===== config.mk =====
export PLATFORM = sky130hd
export DESIGN_NAME = typed_value_wire_parser_top
export DESIGN_NICKNAME = d
export VERILOG_FILES = /design/src/rtl/tvwp_pkg.sv /design/src/rtl/tvwp_front.sv /design/src/rtl/tvwp_back.sv /design/src/rtl/typed_value_wire_parser_top.sv
export SDC_FILE = /design/constraint.sdc
export NUM_CORES = 1
export LEC_CHECK = 0
export BUFFER_PORTS_ARGS = -buffer_cell sky130_fd_sc_hd__clkbuf_2
export CAP_MARGIN = 25
export CORE_ASPECT_RATIO = 0.75
export CORE_MARGIN = 2
export CORE_UTILIZATION = 60
export DETAILED_ROUTE_END_ITERATION = 16
export HOLD_SLACK_MARGIN = 0.12
export PLACE_DENSITY = 0.81
export REMOVE_ABC_BUFFERS = 1
export SYNTH_ARGS = -nofsm -noshare
export SYNTH_HDL_FRONTEND = slang
export SYNTH_HIERARCHICAL = 1
export SYNTH_SLANG_ARGS = --single-unit

===== constraint.sdc =====
create_clock -name clk_i -period 7.25 [get_ports clk_i]
set_input_delay 1.45 -clock clk_i [delete_from_list [all_inputs] [get_ports clk_i]]
set_output_delay 1.45 -clock clk_i [all_outputs]
set_load 0.02 [all_outputs]

===== src/rtl/tvwp_pkg.sv =====
// ----------------------------------------------------------------------------
// Typed value wire parser package
// Shared types, codes and the wire type byte map for the parser blocks.
// ----------------------------------------------------------------------------
package tvwp_pkg;

  localparam int LEN_W    = 32;
  localparam int LEB_W    = $clog2(LEN_W + 8);
  localparam int QDEPTH   = 2;
  localparam int QPTR_W   = $clog2(QDEPTH);
  localparam int QCNT_W   = $clog2(QDEPTH + 1);

  localparam logic [15:0] REV_3_0 = 16'h0300;

  localparam logic [3:0] TY_BOOL    = 4'd0;
  localparam logic [3:0] TY_DOUBLE  = 4'd1;
  localparam logic [3:0] TY_STRING  = 4'd2;
  localparam logic [3:0] TY_RAW     = 4'd3;
  localparam logic [3:0] TY_BOOLARR = 4'd4;
  localparam logic [3:0] TY_DBLARR  = 4'd5;
  localparam logic [3:0] TY_STRARR  = 4'd6;
  localparam logic [3:0] TY_RPC     = 4'd7;

  typedef enum logic [1:0] {
    CMD_TYPE  = 2'd0,
    CMD_GIVEN = 2'd1,
    CMD_DATA  = 2'd2,
    CMD_NONE  = 2'd3
  } cmd_e;

  typedef enum logic [1:0] {
    OP_START = 2'd0,
    OP_FAIL  = 2'd1,
    OP_DATA  = 2'd2,
    OP_NOP   = 2'd3
  } op_e;

  typedef enum logic [2:0] {
    K_PEND  = 3'd0,
    K_TYPE  = 3'd1,
    K_BOOL  = 3'd2,
    K_DBL   = 3'd3,
    K_BYTE  = 3'd4,
    K_EMPTY = 3'd5,
    K_ERR   = 3'd6
  } kind_e;

  typedef enum logic [2:0] {
    E_NONE     = 3'd0,
    E_UNKNOWN  = 3'd1,
    E_RAW_OLD  = 3'd2,
    E_RPC_OLD  = 3'd3,
    E_INVALID  = 3'd4,
    E_OVERFLOW = 3'd5
  } err_e;

  typedef struct packed {
    op_e        op;
    logic [3:0] ty;
    logic [7:0] data;
  } req_t;

  typedef struct packed {
    kind_e       kind;
    logic [63:0] value_bits;
    logic [7:0]  element_index;
    logic [7:0]  array_count;
    logic        element_done;
    logic        value_done;
    err_e        error_code;
  } res_t;

  typedef struct packed {
    logic       known;
    logic [3:0] ty;
  } type_map_t;

  function automatic type_map_t map_type(input logic [7:0] b);
    type_map_t m;
    m.known = 1'b1;
    case (b)
      8'h00:   m.ty = TY_BOOL;
      8'h01:   m.ty = TY_DOUBLE;
      8'h02:   m.ty = TY_STRING;
      8'h03:   m.ty = TY_RAW;
      8'h10:   m.ty = TY_BOOLARR;
      8'h11:   m.ty = TY_DBLARR;
      8'h12:   m.ty = TY_STRARR;
      8'h20:   m.ty = TY_RPC;
      default: begin
        m.known = 1'b0;
        m.ty    = TY_BOOL;
      end
    endcase
    return m;
  endfunction

endpackage


===== src/rtl/tvwp_front.sv =====
// ----------------------------------------------------------------------------
// Typed value wire parser front end
// Accepts input items, classifies them into parser requests and queues them.
// ----------------------------------------------------------------------------
module tvwp_front (
  input  logic           clk_i,
  input  logic           rst_ni,
  input  logic           push,
  output logic           full,
  input  logic [1:0]     cmd_i,
  input  logic [7:0]     data_byte_i,
  input  logic [3:0]     given_type_i,
  output logic           req_valid_o,
  output tvwp_pkg::req_t req_o,
  input  logic           req_pop_i
);
  import tvwp_pkg::*;

  req_t              cls;
  type_map_t         tm;
  req_t              mem_q [QDEPTH];
  logic [QPTR_W-1:0] wr_q, rd_q;
  logic [QCNT_W-1:0] cnt_q, cnt_d;
  logic              wr_en, rd_en;

  always_comb begin
    tm       = map_type(data_byte_i);
    cls.ty   = given_type_i;
    cls.data = data_byte_i;
    case (cmd_e'(cmd_i))
      CMD_TYPE: begin
        cls.op = tm.known ? OP_START : OP_FAIL;
        cls.ty = tm.ty;
      end
      CMD_GIVEN: cls.op = OP_START;
      CMD_DATA:  cls.op = OP_DATA;
      default:   cls.op = OP_NOP;
    endcase
  end

  assign full        = (cnt_q == QCNT_W'(QDEPTH));
  assign req_valid_o = (cnt_q != '0);
  assign req_o       = mem_q[rd_q];
  assign wr_en       = push && !full;
  assign rd_en       = req_pop_i && req_valid_o;

  always_comb begin
    cnt_d = cnt_q;
    if (wr_en && !rd_en) begin
      cnt_d = cnt_q + 1'b1;
    end else if (rd_en && !wr_en) begin
      cnt_d = cnt_q - 1'b1;
    end
  end

  always_ff @(posedge clk_i or negedge rst_ni) begin
    if (!rst_ni) begin
      cnt_q <= '0;
      wr_q  <= '0;
      rd_q  <= '0;
    end else begin
      cnt_q <= cnt_d;
      if (wr_en) begin
        wr_q <= wr_q + 1'b1;
      end
      if (rd_en) begin
        rd_q <= rd_q + 1'b1;
      end
    end
  end

  always_ff @(posedge clk_i) begin
    if (wr_en) begin
      mem_q[wr_q] <= cls;
    end
  end

endmodule


===== src/rtl/tvwp_back.sv =====
// ----------------------------------------------------------------------------
// Typed value wire parser back end
// Executes parser requests against the value state and queues the results.
// ----------------------------------------------------------------------------
module tvwp_back (
  input  logic           clk_i,
  input  logic           rst_ni,
  input  logic [15:0]    protocol_revision_i,
  input  logic           req_valid_i,
  input  tvwp_pkg::req_t req_i,
  output logic           req_pop_o,
  output logic           empty,
  input  logic           pop,
  output tvwp_pkg::res_t res_o
);
  import tvwp_pkg::*;

  typedef enum logic [2:0] {
    PH_IDLE,
    PH_BOOL,
    PH_DBL,
    PH_COUNT,
    PH_LEN,
    PH_PAY
  } phase_e;

  phase_e             phase_q, phase_d;
  logic [2:0]         type_q, type_d;
  logic [7:0]         count_q, count_d;
  logic [7:0]         index_q, index_d;
  logic [LEN_W-1:0]   length_q, length_d;
  logic [LEB_W-1:0]   leb_q, leb_d;
  logic [63:0]        accum_q, accum_d;
  logic [2:0]         bytes_q, bytes_d;

  res_t               res;
  logic               is_arr;
  logic [7:0]         total;
  logic               do_fin;
  kind_e              fin_kind;
  logic [63:0]        fin_val;
  logic               old_rev;
  logic [LEN_W+6:0]   leb_wide;
  logic [LEB_W:0]     leb_next;
  phase_e             elem_phase;

  res_t               mem_q [QDEPTH];
  logic [QPTR_W-1:0]  wr_q, rd_q;
  logic [QCNT_W-1:0]  cnt_q, cnt_d;
  logic               res_full, wr_en, rd_en;

  assign is_arr   = (type_q == TY_BOOLARR[2:0]) || (type_q == TY_DBLARR[2:0]) ||
                    (type_q == TY_STRARR[2:0]);
  assign total    = index_q + count_q;
  assign old_rev  = (protocol_revision_i < REV_3_0);
  assign leb_wide = {{LEN_W{1'b0}}, req_i.data[6:0]} << leb_q;
  assign leb_next = {1'b0, leb_q} + (LEB_W + 1)'(7);

  always_comb begin
    case (type_q)
      TY_BOOLARR[2:0]: elem_phase = PH_BOOL;
      TY_DBLARR[2:0]:  elem_phase = PH_DBL;
      default:         elem_phase = PH_LEN;
    endcase
  end

  always_comb begin
    phase_d  = phase_q;
    type_d   = type_q;
    count_d  = count_q;
    index_d  = index_q;
    length_d = length_q;
    leb_d    = leb_q;
    accum_d  = accum_q;
    bytes_d  = bytes_q;
    res      = '0;
    res.kind = K_PEND;
    res.error_code = E_NONE;
    do_fin   = 1'b0;
    fin_kind = K_PEND;
    fin_val  = '0;

    case (req_i.op)
      OP_FAIL: begin
        phase_d        = PH_IDLE;
        res.kind       = K_ERR;
        res.error_code = E_UNKNOWN;
      end
      OP_START: begin
        type_d   = req_i.ty[2:0];
        count_d  = '0;
        index_d  = '0;
        length_d = '0;
        leb_d    = '0;
        accum_d  = '0;
        bytes_d  = '0;
        if (req_i.ty[3]) begin
          phase_d        = PH_IDLE;
          res.kind       = K_ERR;
          res.error_code = E_INVALID;
        end else if (old_rev && (req_i.ty == TY_RAW || req_i.ty == TY_RPC)) begin
          phase_d        = PH_IDLE;
          res.kind       = K_ERR;
          res.error_code = (req_i.ty == TY_RAW) ? E_RAW_OLD : E_RPC_OLD;
        end else begin
          res.kind = K_TYPE;
          case (req_i.ty)
            TY_BOOL:   phase_d = PH_BOOL;
            TY_DOUBLE: phase_d = PH_DBL;
            TY_BOOLARR, TY_DBLARR, TY_STRARR: phase_d = PH_COUNT;
            default:   phase_d = PH_LEN;
          endcase
        end
      end
      OP_DATA: begin
        res.element_index = is_arr ? index_q : 8'd0;
        res.array_count   = is_arr ? total : 8'd0;
        case (phase_q)
          PH_BOOL: begin
            do_fin   = 1'b1;
            fin_kind = K_BOOL;
            fin_val  = {63'd0, req_i.data != 8'd0};
          end
          PH_DBL: begin
            accum_d = {accum_q[55:0], req_i.data};
            if (bytes_q == 3'd7) begin
              bytes_d  = '0;
              do_fin   = 1'b1;
              fin_kind = K_DBL;
              fin_val  = accum_d;
            end else begin
              bytes_d = bytes_q + 3'd1;
            end
          end
          PH_COUNT: begin
            count_d  = req_i.data;
            index_d  = '0;
            length_d = '0;
            leb_d    = '0;
            accum_d  = '0;
            bytes_d  = '0;
            res.element_index = '0;
            if (req_i.data == 8'd0) begin
              phase_d         = PH_IDLE;
              res.array_count = '0;
              res.value_done  = 1'b1;
            end else begin
              phase_d         = elem_phase;
              res.array_count = is_arr ? req_i.data : 8'd0;
            end
          end
          PH_LEN: begin
            if (old_rev) begin
              if (bytes_q == 3'd0) begin
                length_d = LEN_W'({req_i.data, 8'd0});
                bytes_d  = 3'd1;
              end else begin
                length_d = length_q | LEN_W'(req_i.data);
                bytes_d  = '0;
                if (length_d == '0) begin
                  do_fin   = 1'b1;
                  fin_kind = K_EMPTY;
                end else begin
                  phase_d = PH_PAY;
                end
              end
            end else if ((leb_q >= LEB_W'(LEN_W) && req_i.data[6:0] != 7'd0) ||
                         (leb_q < LEB_W'(LEN_W) && leb_wide[LEN_W+6:LEN_W] != 7'd0)) begin
              phase_d           = PH_IDLE;
              res               = '0;
              res.kind          = K_ERR;
              res.error_code    = E_OVERFLOW;
            end else begin
              if (leb_q < LEB_W'(LEN_W)) begin
                length_d = length_q | leb_wide[LEN_W-1:0];
              end
              leb_d = (leb_next > (LEB_W + 1)'(LEN_W)) ? LEB_W'(LEN_W) : leb_next[LEB_W-1:0];
              if (!req_i.data[7]) begin
                leb_d = '0;
                if (length_d == '0) begin
                  do_fin   = 1'b1;
                  fin_kind = K_EMPTY;
                end else begin
                  phase_d = PH_PAY;
                end
              end
            end
          end
          PH_PAY: begin
            length_d = length_q - 1'b1;
            if (length_d == '0) begin
              do_fin   = 1'b1;
              fin_kind = K_BYTE;
              fin_val  = {56'd0, req_i.data};
            end else begin
              res.kind       = K_BYTE;
              res.value_bits = {56'd0, req_i.data};
            end
          end
          default: begin
            res = '0;
          end
        endcase
      end
      default: begin
        res = '0;
      end
    endcase

    if (do_fin) begin
      res.kind         = fin_kind;
      res.value_bits   = fin_val;
      res.element_done = 1'b1;
      res.value_done   = 1'b1;
      res.error_code   = E_NONE;
      res.element_index = '0;
      res.array_count   = '0;
      phase_d          = PH_IDLE;
      if (is_arr) begin
        res.element_index = index_q;
        res.array_count   = total;
        index_d           = index_q + 8'd1;
        count_d           = count_q - 8'd1;
        if (count_q != 8'd1) begin
          res.value_done = 1'b0;
          length_d       = '0;
          leb_d          = '0;
          accum_d        = '0;
          bytes_d        = '0;
          phase_d        = elem_phase;
        end
      end
    end
  end

  assign res_full  = (cnt_q == QCNT_W'(QDEPTH));
  assign req_pop_o = req_valid_i && !res_full;
  assign wr_en     = req_pop_o;
  assign empty     = (cnt_q == '0);
  assign rd_en     = pop && !empty;
  assign res_o     = mem_q[rd_q];

  always_comb begin
    cnt_d = cnt_q;
    if (wr_en && !rd_en) begin
      cnt_d = cnt_q + 1'b1;
    end else if (rd_en && !wr_en) begin
      cnt_d = cnt_q - 1'b1;
    end
  end

  always_ff @(posedge clk_i or negedge rst_ni) begin
    if (!rst_ni) begin
      phase_q  <= PH_IDLE;
      type_q   <= '0;
      count_q  <= '0;
      index_q  <= '0;
      length_q <= '0;
      leb_q    <= '0;
      accum_q  <= '0;
      bytes_q  <= '0;
      cnt_q    <= '0;
      wr_q     <= '0;
      rd_q     <= '0;
    end else begin
      cnt_q <= cnt_d;
      if (wr_en) begin
        phase_q  <= phase_d;
        type_q   <= type_d;
        count_q  <= count_d;
        index_q  <= index_d;
        length_q <= length_d;
        leb_q    <= leb_d;
        accum_q  <= accum_d;
        bytes_q  <= bytes_d;
        wr_q     <= wr_q + 1'b1;
      end
      if (rd_en) begin
        rd_q <= rd_q + 1'b1;
      end
    end
  end

  always_ff @(posedge clk_i) begin
    if (wr_en) begin
      mem_q[wr_q] <= res;
    end
  end

endmodule


===== src/rtl/typed_value_wire_parser_top.sv =====
// ----------------------------------------------------------------------------
// Typed value wire parser
// Each result is written to the result queue when the back end takes its request from the request queue.
// Throughput is one request per cycle while the result queue has room; the parser step is combinational.
// A two-entry request queue and a two-entry result queue decouple the sides.
// Reset clears both queues and the parser state; the revision becomes 0x0300.
// ----------------------------------------------------------------------------
module typed_value_wire_parser_top (
  input  logic        clk_i,
  input  logic        rst_ni,
  input  logic        push,
  output logic        full,
  input  logic [1:0]  cmd_i,
  input  logic [7:0]  data_byte_i,
  input  logic [3:0]  given_type_i,
  output logic        empty,
  input  logic        pop,
  output logic [2:0]  kind_o,
  output logic [63:0] value_bits_o,
  output logic [7:0]  element_index_o,
  output logic [7:0]  array_count_o,
  output logic        element_done_o,
  output logic        value_done_o,
  output logic [2:0]  error_code_o,
  input  logic        cfg_valid_i,
  output logic        cfg_ready_o,
  input  logic [15:0] cfg_data_i
);
  import tvwp_pkg::*;

  logic [15:0] rev_q;
  logic        req_valid;
  logic        req_pop;
  req_t        req;
  res_t        res;

  assign cfg_ready_o = 1'b1;

  always_ff @(posedge clk_i or negedge rst_ni) begin
    if (!rst_ni) begin
      rev_q <= REV_3_0;
    end else if (cfg_valid_i && cfg_ready_o) begin
      rev_q <= cfg_data_i;
    end
  end

  tvwp_front u_front (
    .clk_i        (clk_i),
    .rst_ni       (rst_ni),
    .push         (push),
    .full         (full),
    .cmd_i        (cmd_i),
    .data_byte_i  (data_byte_i),
    .given_type_i (given_type_i),
    .req_valid_o  (req_valid),
    .req_o        (req),
    .req_pop_i    (req_pop)
  );

  tvwp_back u_back (
    .clk_i               (clk_i),
    .rst_ni              (rst_ni),
    .protocol_revision_i (rev_q),
    .req_valid_i         (req_valid),
    .req_i               (req),
    .req_pop_o           (req_pop),
    .empty               (empty),
    .pop                 (pop),
    .res_o               (res)
  );

  assign kind_o          = res.kind;
  assign value_bits_o    = res.value_bits;
  assign element_index_o = res.element_index;
  assign array_count_o   = res.array_count;
  assign element_done_o  = res.element_done;
  assign value_done_o    = res.value_done;
  assign error_code_o    = res.error_code;

endmodule

; ---- Word-level counts from Yosys, hierarchy flattened
; Memories as Yosys holds them, arrays and structs flattened.
; Cells that the tools add are included.
[op_classes]
n_addsub = 14
n_lt_le_gt_ge = 4
n_eq_ne = 34
shift = 1
mux = 121
bitwise = 2
reduce_logical = 44
[ops]
columns = op, count
row1 = $mux 32, 11
row2 = $mux 64, 5
row3 = $mux 88, 3
row4 = $pmux 64 s2, 2
row5 = $pmux 64 s3, 1
row6 = $pmux 67 s2, 1
row7 = $logic_not 32->1, 3
row8 = $pmux 32 s3, 1
row9 = $mux 3, 30
row10 = $mux 8, 11
row11 = $mux 82, 1
row12 = $mux 67, 1
row13 = $pmux 32 s2, 1
row14 = $pmux 16 s3, 1
row15 = $pmux 3 s3, 5
row16 = $mux 6, 7
row17 = $shl 7x6->39, 1
row18 = $or 32x32->32, 1
row19 = $or 32x8->32, 1
row20 = $pmux 8 s2, 2
row21 = $sub 32x1->32 const B, 1
row22 = $eq 8x5->1 const B, 3
row23 = $pmux 6 s2, 2
row24 = $mux 1, 21
row25 = other kinds (52), 104
[word_totals]
ff_bits = 151
mem_bits_rw = 204
in_bits = 35
out_inout_bits = 91
mem_count = 2
[memory_table]
columns = name, depth, width, rd, rd_ports_with_merged_regs, wr, line_no
row1 = u_back.mem_q, 2, 88, 1, 0, 1, tvwp_back.sv:47  ; res_t mem_q [QDEPTH];
row2 = u_front.mem_q, 2, 14, 1, 0, 1, tvwp_front.sv:21  ; req_t mem_q [QDEPTH];

; ---- Longest topological paths before layout
; Gate-level depths: netlist of run 1.
; An unclocked memory read counts as a cell.
[depth]
ltp_word = 18
mapped_depth = 15
mapped_depth_nobuf = 11

; ---- Hierarchy
; The synthesis of run 1 kept the hierarchy.
[by_module_without_submodules]
columns = mod, instances, cells_per_inst, area_each_um2, seq_area_each_um2
row1 = tvwp_back, 1, 1470, 16025.4, 8363.0
row2 = tvwp_front, 1, 88, 1385.1, 940.9
row3 = typed_value_wire_parser_top, 1, 36, 663.1, 402.9

; ---- Least setup slack after synthesis of run 1
; Ideal clock, no wire load.
[synth_timing]
path_type = flip-flop to flip-flop
start = reg u_front.cnt_q[0]
end = mem u_back/mem_q[0][0] in the netlist's numbering, enable pin
setup_ns = 0.536
t_arrival_ns = 4.761
required_ns = 6.714
setup_slack_ns = 1.953
path_stages_with_launch = 6
period_less_slack_ns = 5.297
path_cell_list = dfrtp_1 > or2_2 > o21ai_1 > clkbuf_1 > clkbuf_1 > nor2_1
[synth_via]
elab_chain_cells = 4
[synth_rtl]
columns = element, line_no
row1 = "start, declared", tvwp_front.sv:23  ; logic [QCNT_W-1:0] cnt_q, cnt_d;
row2 = "start signal, assigned", tvwp_front.sv:62  ; cnt_q <= cnt_d;
row3 = $reduce_bool 2->1, tvwp_front.sv:42  ; assign req_valid_o = (cnt_q != '0);
row4 = net req_valid, typed_value_wire_parser_top.sv:32  ; logic req_valid;
row5 = $logic_and 1x1->1, tvwp_back.sv:237  ; assign req_pop_o = req_valid_i && !res_full;
row6 = $mux 1, tvwp_back.sv:285  ; if (wr_en) begin
row7 = $mux 1 (not written as such), tvwp_back.sv:286  ; mem_q[wr_q] <= res;
row8 = "end, declared", tvwp_back.sv:47
; The timed path passes the listed nets, and every way through them passes these cells.

==> results of run 1 <==
[state kept, by name, indices dropped and copies added (netlist names), 6 cells and up]
signal           count
u_back/accum_q      56
u_back/mem_q       176
u_back/count_q       8
u_back/leb_q         6
u_back/length_q     32
rev_q                8
u_back/index_q       8
u_front/mem_q       28
[how the worst min path moves through the flow]
| stage | startpoint | end | slack [ns] | cells after the start |
|---|---|---|---|---|
| detailed placement | u_front/wr_q | u_front/wr_q | 0.48 | 1 |
| finish | u_back/accum_q[51] | u_back/accum_q[51] | 0.50 | 1 |
| CTS | u_front/wr_q | u_front/wr_q | 0.49 | 1 |
| floorplan | u_front/cnt_q[1] | u_front/cnt_q[1] | 0.46 | 1 |
| global route | u_back/accum_q[51] | u_back/accum_q[51] | 0.51 | 1 |
| global placement | u_front/cnt_q[1] | u_front/cnt_q[1] | 0.47 | 1 |
[placed cells by master, fill, tap and decap left out, types with 35 or more instances in the layout]
master,n
sky130_fd_sc_hd__edfxtp_1,204
sky130_fd_sc_hd__dfrtp_1,132
sky130_fd_sc_hd__mux2_2,120
sky130_fd_sc_hd__nand2_1,119
sky130_fd_sc_hd__clkbuf_2,115
sky130_fd_sc_hd__nor2_1,86
sky130_fd_sc_hd__and2_1,78
sky130_fd_sc_hd__a21oi_1,76
sky130_fd_sc_hd__a22o_1,75
sky130_fd_sc_hd__o21ai_0,65
sky130_fd_sc_hd__clkbuf_16,35
[per-layer routing]
metal,track usage (%),vias up
li1,-,6052
met1,47.2,6782
met2,45.8,878
met3,7.14,122
met4,10.6,0
met5,0,-
[power groups by stage]
stage / Sequential (mW) / Clock (mW) / Combinational, mW
2_1_floorplan: 3.24 / 0 / 2.54
4_1_cts: 3.21 / 1.87 / 3.92
6_report: 3.22 / 1.85 / 4.03
5_1_grt: 3.28 / 1.95 / 4.27
3_5_place_dp: 3.24 / 0 / 3.90
3_3_place_gp: 3.19 / 0 / 3.84
[final cells by class]
type                    count  area [um2]
well taps                 392         490
repair buffers            138         808
fillers                  2068        9410
multi-input cells        1083        7610
clock inverters            14         219
clock buffers              48         955
flip-flops and latches    339        9510
inverters                  33         124
==> results by group, run 1 <==
Global route
  – Number of global-route vias before repair: 13.0k
  – Pin count of the biggest net entering global routing: 82
  – Global-route congestion overflow total: 0
  – First-pass GRT wire length: 75800 um
  – Number of antenna violations at the first check in global routing: 1
  – Overall global routing resource usage: 31.6%

Power
  – Pwr Total: 9.11 mW
  – Switching Share: 42.0%
  – Sequential Power Share: 35.4%
  – Power density relative to cell area: 462 nW/um2
  – Worst ir drop on vdd: 0.296 mV
  – Clock share of power: 20.3%
  – Portion of total power attributed to combinational logic: 44.3%
  – Switching power: 3.83 mW
  – Pint: 5.28 mW
  – Reported leakage power: 7.72 nW

Clocking
  – Number of buffers inserted by hold repair at cts: 0
  – TritonCTS Sinks: 339
  – Post-cts repair resize count: 0
  – CTS HTree Levels: 2
  – Clock slew seen by the registers of the worst setup and hold paths: 0.06 ns
  – Max clock buf depth: 3
  – TritonCTS clock tree: built
  – Clock buffer count from CTS: 34
  – Buffers inserted during post-CTS setup optimization: 0
  – Buffer cell driving the clock tree root: sky130_fd_sc_hd__clkbuf_16
  – Skew-Pair Late Insertion Delay: 0.54 ns

Hold path
  – Class of the tightest hold or removal check: reg -> reg

Worst setup path
  – Register-to-Register Path Depth: 11
  – Slowest cell on the critical path: sky130_fd_sc_hd__a211oi_2
  – Worst Setup SP: u_front/rd_q
  – Highest net fanout along the worst path: 56
  – Worst EP arrival: 6.51 ns
  – Crit path cell chain: mux2_2 > mux2_2 > a221oi_1 > nor2_1 > a2111oi_0 > o2111ai_1 > or4_1 > a211oi_2 > a21oi_4 > buf_4 > a22o_1
  – Critical path depth in cells: 11
  – Register-to-register setup slack: 1.15 ns
  – Critical path's most frequent cell: sky130_fd_sc_hd__mux2_2
  – Count of buffering cells on the critical path with inverters included: 1
  – Launch point of the worst reg-to-reg path: u_front/rd_q
  – CP Capture Type: flip-flop
  – Cell class contributing the biggest share of worst-path delay: compound AO/OA/AOI/OAI gates
  – Worst EP required: 7.66 ns
  – Critical Path Sink: u_back/accum_q[44]
  – Endpoint of the worst register-to-register path: u_back/accum_q[44]
  – Largest stage delay on the critical path: 0.91 ns
  – Setup CP Type: reg -> reg
  – Kind of start point of the critical path: flip-flop

Route
  – Length of the first detailed-routing pass in iterations: 6
  – Met3 wire length: 5240 um
  – Via count: 13.8k
  – Via-to-Cell Ratio: 6.76
  – Post-route met1 wirelength: 21000 um
  – Routed length on met2: 21500 um
  – Mean routed wirelength per cell: 24.0 um
  – Post-DRT Antenna Nets: 0
  – Detailed-route DRC error count: 0
  – Number of violations reported at the end of detailed-routing iteration 0: 1850
  – Highest routed metal layer: met4
  – Detailed Route WL: 49200 um

Die
  – Overall die area: 31000 um2
  – Ports placed on the boundary: 126
  – Row cnt: 54
  – Initial core utilization: 61.0%
  – Vertical die dimension: 153 um
  – Die X-Extent: 203 um
  – Core region area: 29100 um2

Timing
  – Aggregate negative setup slack: 0 ns
  – Max Clock Skew: 0.0214 ns
  – Final number of setup-violating endpoints: 0
  – Min Tclk post-route: 6.10 ns
  – Hold slack final: 0.497 ns
  – Worst-Margin Slew: 1.11 ns
  – Final period util: 84.2%
  – Number of pins with negative max-slew slack in the final report: 0
  – Max Clk Rate: 0.164 GHz
  – Setup repair after global routing missed its margin: no
  – Post-route setup slack: 1.15 ns
  – Worst relative slew slack: 25.8%
  – Total count of hold-check failures in the final report: 0

Place
  – Hpwl dp: 31900 um
  – Place WS: 1.44 ns
  – Number of input and output port buffers inserted: 116
  – Placed standard-cell area: 18500 um2
  – Cells after DPL: 1982
  – Weighted congestion reported at the end of routability-driven placement: 0.963

Cells and area
  – Number of antenna diodes: 0
  – Final net count: 1684
  – Core occupancy in the finished layout: 67.7%
  – Share of post-route cells with drive strength above 1: 21.2%
  – Layout area overhead: 11.0%
  – Layout Cell Area excl Fill: 19700 um2
  – Final cell count without fillers: 2047

Synth
  – Synthesized area per cell: 11.3 um2
  – Cell count after synthesis: 1578
  – Synth warn: 6
  – Mapped cell area: 17800 um2

Status
  – Result of the run: finished, final reports clean

Run
  – Max-cap violations: 0
No activity file was read; power rests on OpenSTA's default activity.
==> run 2: changes to the inputs <==
--- a/config.mk
+++ b/config.mk
@@ -5,14 +5,15 @@
 export SDC_FILE = /design/constraint.sdc
 export NUM_CORES = 1
 export LEC_CHECK = 0
+export ABC_AREA = 1
 export BUFFER_PORTS_ARGS = -buffer_cell sky130_fd_sc_hd__clkbuf_2
 export CAP_MARGIN = 25
 export CORE_ASPECT_RATIO = 0.75
 export CORE_MARGIN = 2
-export CORE_UTILIZATION = 60
+export CORE_UTILIZATION = 56
 export DETAILED_ROUTE_END_ITERATION = 16
 export HOLD_SLACK_MARGIN = 0.12
-export PLACE_DENSITY = 0.81
+export PLACE_DENSITY = 0.79
 export REMOVE_ABC_BUFFERS = 1
 export SYNTH_ARGS = -nofsm -noshare
 export SYNTH_HDL_FRONTEND = slang
==> constraint.sdc (replaced) <==
create_clock -name clk_i -period 5.3 [get_ports clk_i]
set_input_delay 1.06 -clock clk_i [delete_from_list [all_inputs] [get_ports clk_i]]
set_output_delay 1.06 -clock clk_i [all_outputs]
set_load 0.02 [all_outputs]
==> run 2 against run 1 <==
Clock power grew 40%. Largest power group unchanged. First-iteration DRC count grew 57%. Area after synthesis rose by 14%.
==> results by group, run 2 <==
Status
  – Result of the run: finished, final reports clean

Die
  – Row cnt: 60
  – Overall die area: 37900 um2
  – Die X-Extent: 224 um
  – Core region area: 35800 um2
  – Initial core utilization: 56.8%
  – Ports placed on the boundary: 126
  – Vertical die dimension: 169 um

Clocking
  – Skew-Pair Late Insertion Delay: 0.55 ns
  – Buffers inserted during post-CTS setup optimization: 0
  – Buffer cell driving the clock tree root: sky130_fd_sc_hd__clkbuf_16
  – Max clock buf depth: 3
  – Number of buffers inserted by hold repair at cts: 0
  – CTS HTree Levels: 2
  – Clock slew seen by the registers of the worst setup and hold paths: 0.07 ns
  – Clock buffer count from CTS: 35
  – Post-cts repair resize count: 0
  – TritonCTS clock tree: built
  – TritonCTS Sinks: 339

Cells and area
  – Number of inserted filler cells in the final layout: 3113
  – Number of antenna diodes: 0
  – Registers with the most flip-flops: u_back/mem_q: 176 flops, u_back/accum_q: 56 flops, u_back/length_q: 32 flops
  – Final cell count without fillers: 3277
  – Layout Cell Area excl Fill: 22500 um2
  – Register containing the most flip-flops in the final layout: u_back/mem_q
  – Layout area overhead: 10.7%
  – Highest-count cells in the layout ignoring fill and taps: sky130_fd_sc_hd__nand2_1 (1098), sky130_fd_sc_hd__nand3_1 (231), sky130_fd_sc_hd__edfxtp_1 (204)
  – Core occupancy in the finished layout: 62.9%
  – Leading cell type in the layout, fill and taps excluded: sky130_fd_sc_hd__nand2_1
  – Share of post-route cells with drive strength above 1: 10.1%
  – Flip-flop count of the largest register after layout: 176
  – Final net count: 2840

Route
  – Mean routed wirelength per cell: 18.6 um
  – Via count: 19.4k
  – Detailed-route DRC error count: 0
  – Detailed Route WL: 61000 um
  – Via-to-Cell Ratio: 5.92
  – Number of violations reported at the end of detailed-routing iteration 0: 2906
  – Length of the first detailed-routing pass in iterations: 7
  – Post-DRT Antenna Nets: 0

Global route
  – Number of antenna violations at the first check in global routing: 0
  – Met2 Track Usage GR: 49.4%
  – First-pass GRT wire length: 97200 um
  – Overall global routing resource usage: 32.1%
  – Pin count of the biggest net entering global routing: 89
  – Met1 Use GR: 47.7%
  – Global routing's busiest layer: met2
  – Routing usage on met3: 4.83%
  – Number of global-route vias before repair: 17.9k
  – Global-route congestion overflow total: 0

Timing
  – Total count of hold-check failures in the final report: 0
  – Min Tclk post-route: 4.22 ns
  – Final period util: 79.7%
  – Worst-Margin Slew: 0.948 ns
  – Max Clk Rate: 0.237 GHz
  – Hold slack final: 0.463 ns
  – Max Clock Skew: 0.0274 ns
  – Worst relative slew slack: 36.7%
  – Final number of setup-violating endpoints: 0
  – Setup repair after global routing missed its margin: no
  – Number of pins with negative max-slew slack in the final report: 0

Worst setup path
  – Worst EP arrival: 4.63 ns
  – Worst EP required: 5.71 ns
  – Launch point of the worst reg-to-reg path: u_back/length_q[0]
  – Highest net fanout along the worst path: 32
  – CP Capture Type: flip-flop
  – Crit path cell chain: inv_2 > ha_1 > nand2_1 > nor2_1 > nand3_1 > nand2_1 > nand2_1 > nor2_1 > nand2_1 > nor2_1 > nand4_1 > nand3_2 > nand2_2 > clkinv_4 > nand2_4 > buf_4 > nand3_1 > nand2_1
  – Critical Path Sink: u_back/length_q[25]
  – Worst Setup SP: u_back/length_q[0]
  – Kind of start point of the critical path: flip-flop
  – Slowest cell on the critical path: sky130_fd_sc_hd__nor2_1
  – Largest stage delay on the critical path: 0.48 ns
  – Critical path's most frequent cell: sky130_fd_sc_hd__nand2_1
  – Register-to-Register Path Depth: 18
  – Setup CP Type: reg -> reg
  – Register-to-register setup slack: 1.08 ns
  – Cell class contributing the biggest share of worst-path delay: simple AND/OR/NAND/NOR gates
  – Count of buffering cells on the critical path with inverters included: 3
  – Critical path depth in cells: 18
  – Endpoint of the worst register-to-register path: u_back/length_q[25]

Power
  – Worst ir drop on vdd: 0.447 mV
  – Pwr Total: 15.1 mW
  – Power density relative to cell area: 669 nW/um2
  – Reported leakage power: 10.5 nW

Synth
  – Synthesized area per cell: 7.39 um2
  – Synth warn: 6
  – Mapped cell area: 20300 um2
  – Cell count after synthesis: 2751

Place
  – Cells after DPL: 3211
  – Weighted congestion reported at the end of routability-driven placement: 1.00
  – Hpwl dp: 39800 um
  – Placed standard-cell area: 21300 um2
  – Number of input and output port buffers inserted: 116

Run
  – Max-cap violations: 0

Hold path
  – Class of the tightest hold or removal check: reg -> reg
-- run 2: cell types whose count changed in the layout (fill, tap and decap cells not counted), sizes merged, moves of 47 or more --
cell and delta:
a22o -75, a22oi +47, and2 -76, inv +173
mux2 -126, nand2 +989, nand3 +205, nor2 +119
o22ai +64
-- run 2: worst min-delay path by stage --
stage	start	endpoint	slack, ns	depth (start not counted)
2_1_floorplan	rev_q[9]	rev_q[9]	0.44	2
3_3_place_gp	rev_q[8]	rev_q[8]	0.46	2
3_5_place_dp	rev_q[8]	rev_q[8]	0.46	2
4_1_cts	rev_q[8]	rev_q[8]	0.47	2
5_1_grt	rev_q[8]	rev_q[8]	0.49	2
6_report	rev_q[8]	rev_q[8]	0.46	2
-- run 2: where the power goes --
part	switching (mW)	internal [mW]
Sequential	0.441	3.81
Clock	1.10	1.49
Combinational	6.11	2.11
Total	7.65	7.41
-- run 2: through the flow --
| step | TNS [ns] | worst slack [ns] |
|---|---|---|
| 6_report | 0 | 1.08 |
| 5_1_grt | 0 | 0.909 |
| 4_1_cts | 0 | 1.22 |
| 3_5_place_dp | 0 | 1.27 |
| 3_3_place_gp | 0 | 1.32 |
| 2_1_floorplan | -980.17 | -4.45 |
-- run 2: routing by layer --
metal  up-vias  wire length, um  share of wire, %
li1       9164                -                 -
met1      9061            26900                44
met2      1077            26700                44
met3       109             6170                10
met4         0             1280               2.1
met5         -                0                 0
-- run 2: cell type report --
type	instances	area (um2)	share of cell area, %
multi-input cells	2040	9390	41.7
repair buffers	157	1020	4.54
clock inverters	19	204	0.906
clock buffers	45	995	4.42
well taps	465	582	2.59
inverters	212	810	3.60
flip-flops and latches	339	9510	42.2
-- run 2: tightest hold or removal path, delay by kind of cell (launching register included) --
kind	cells	cell delay, ns
simple gates	2	0.09
flops	1	0.37
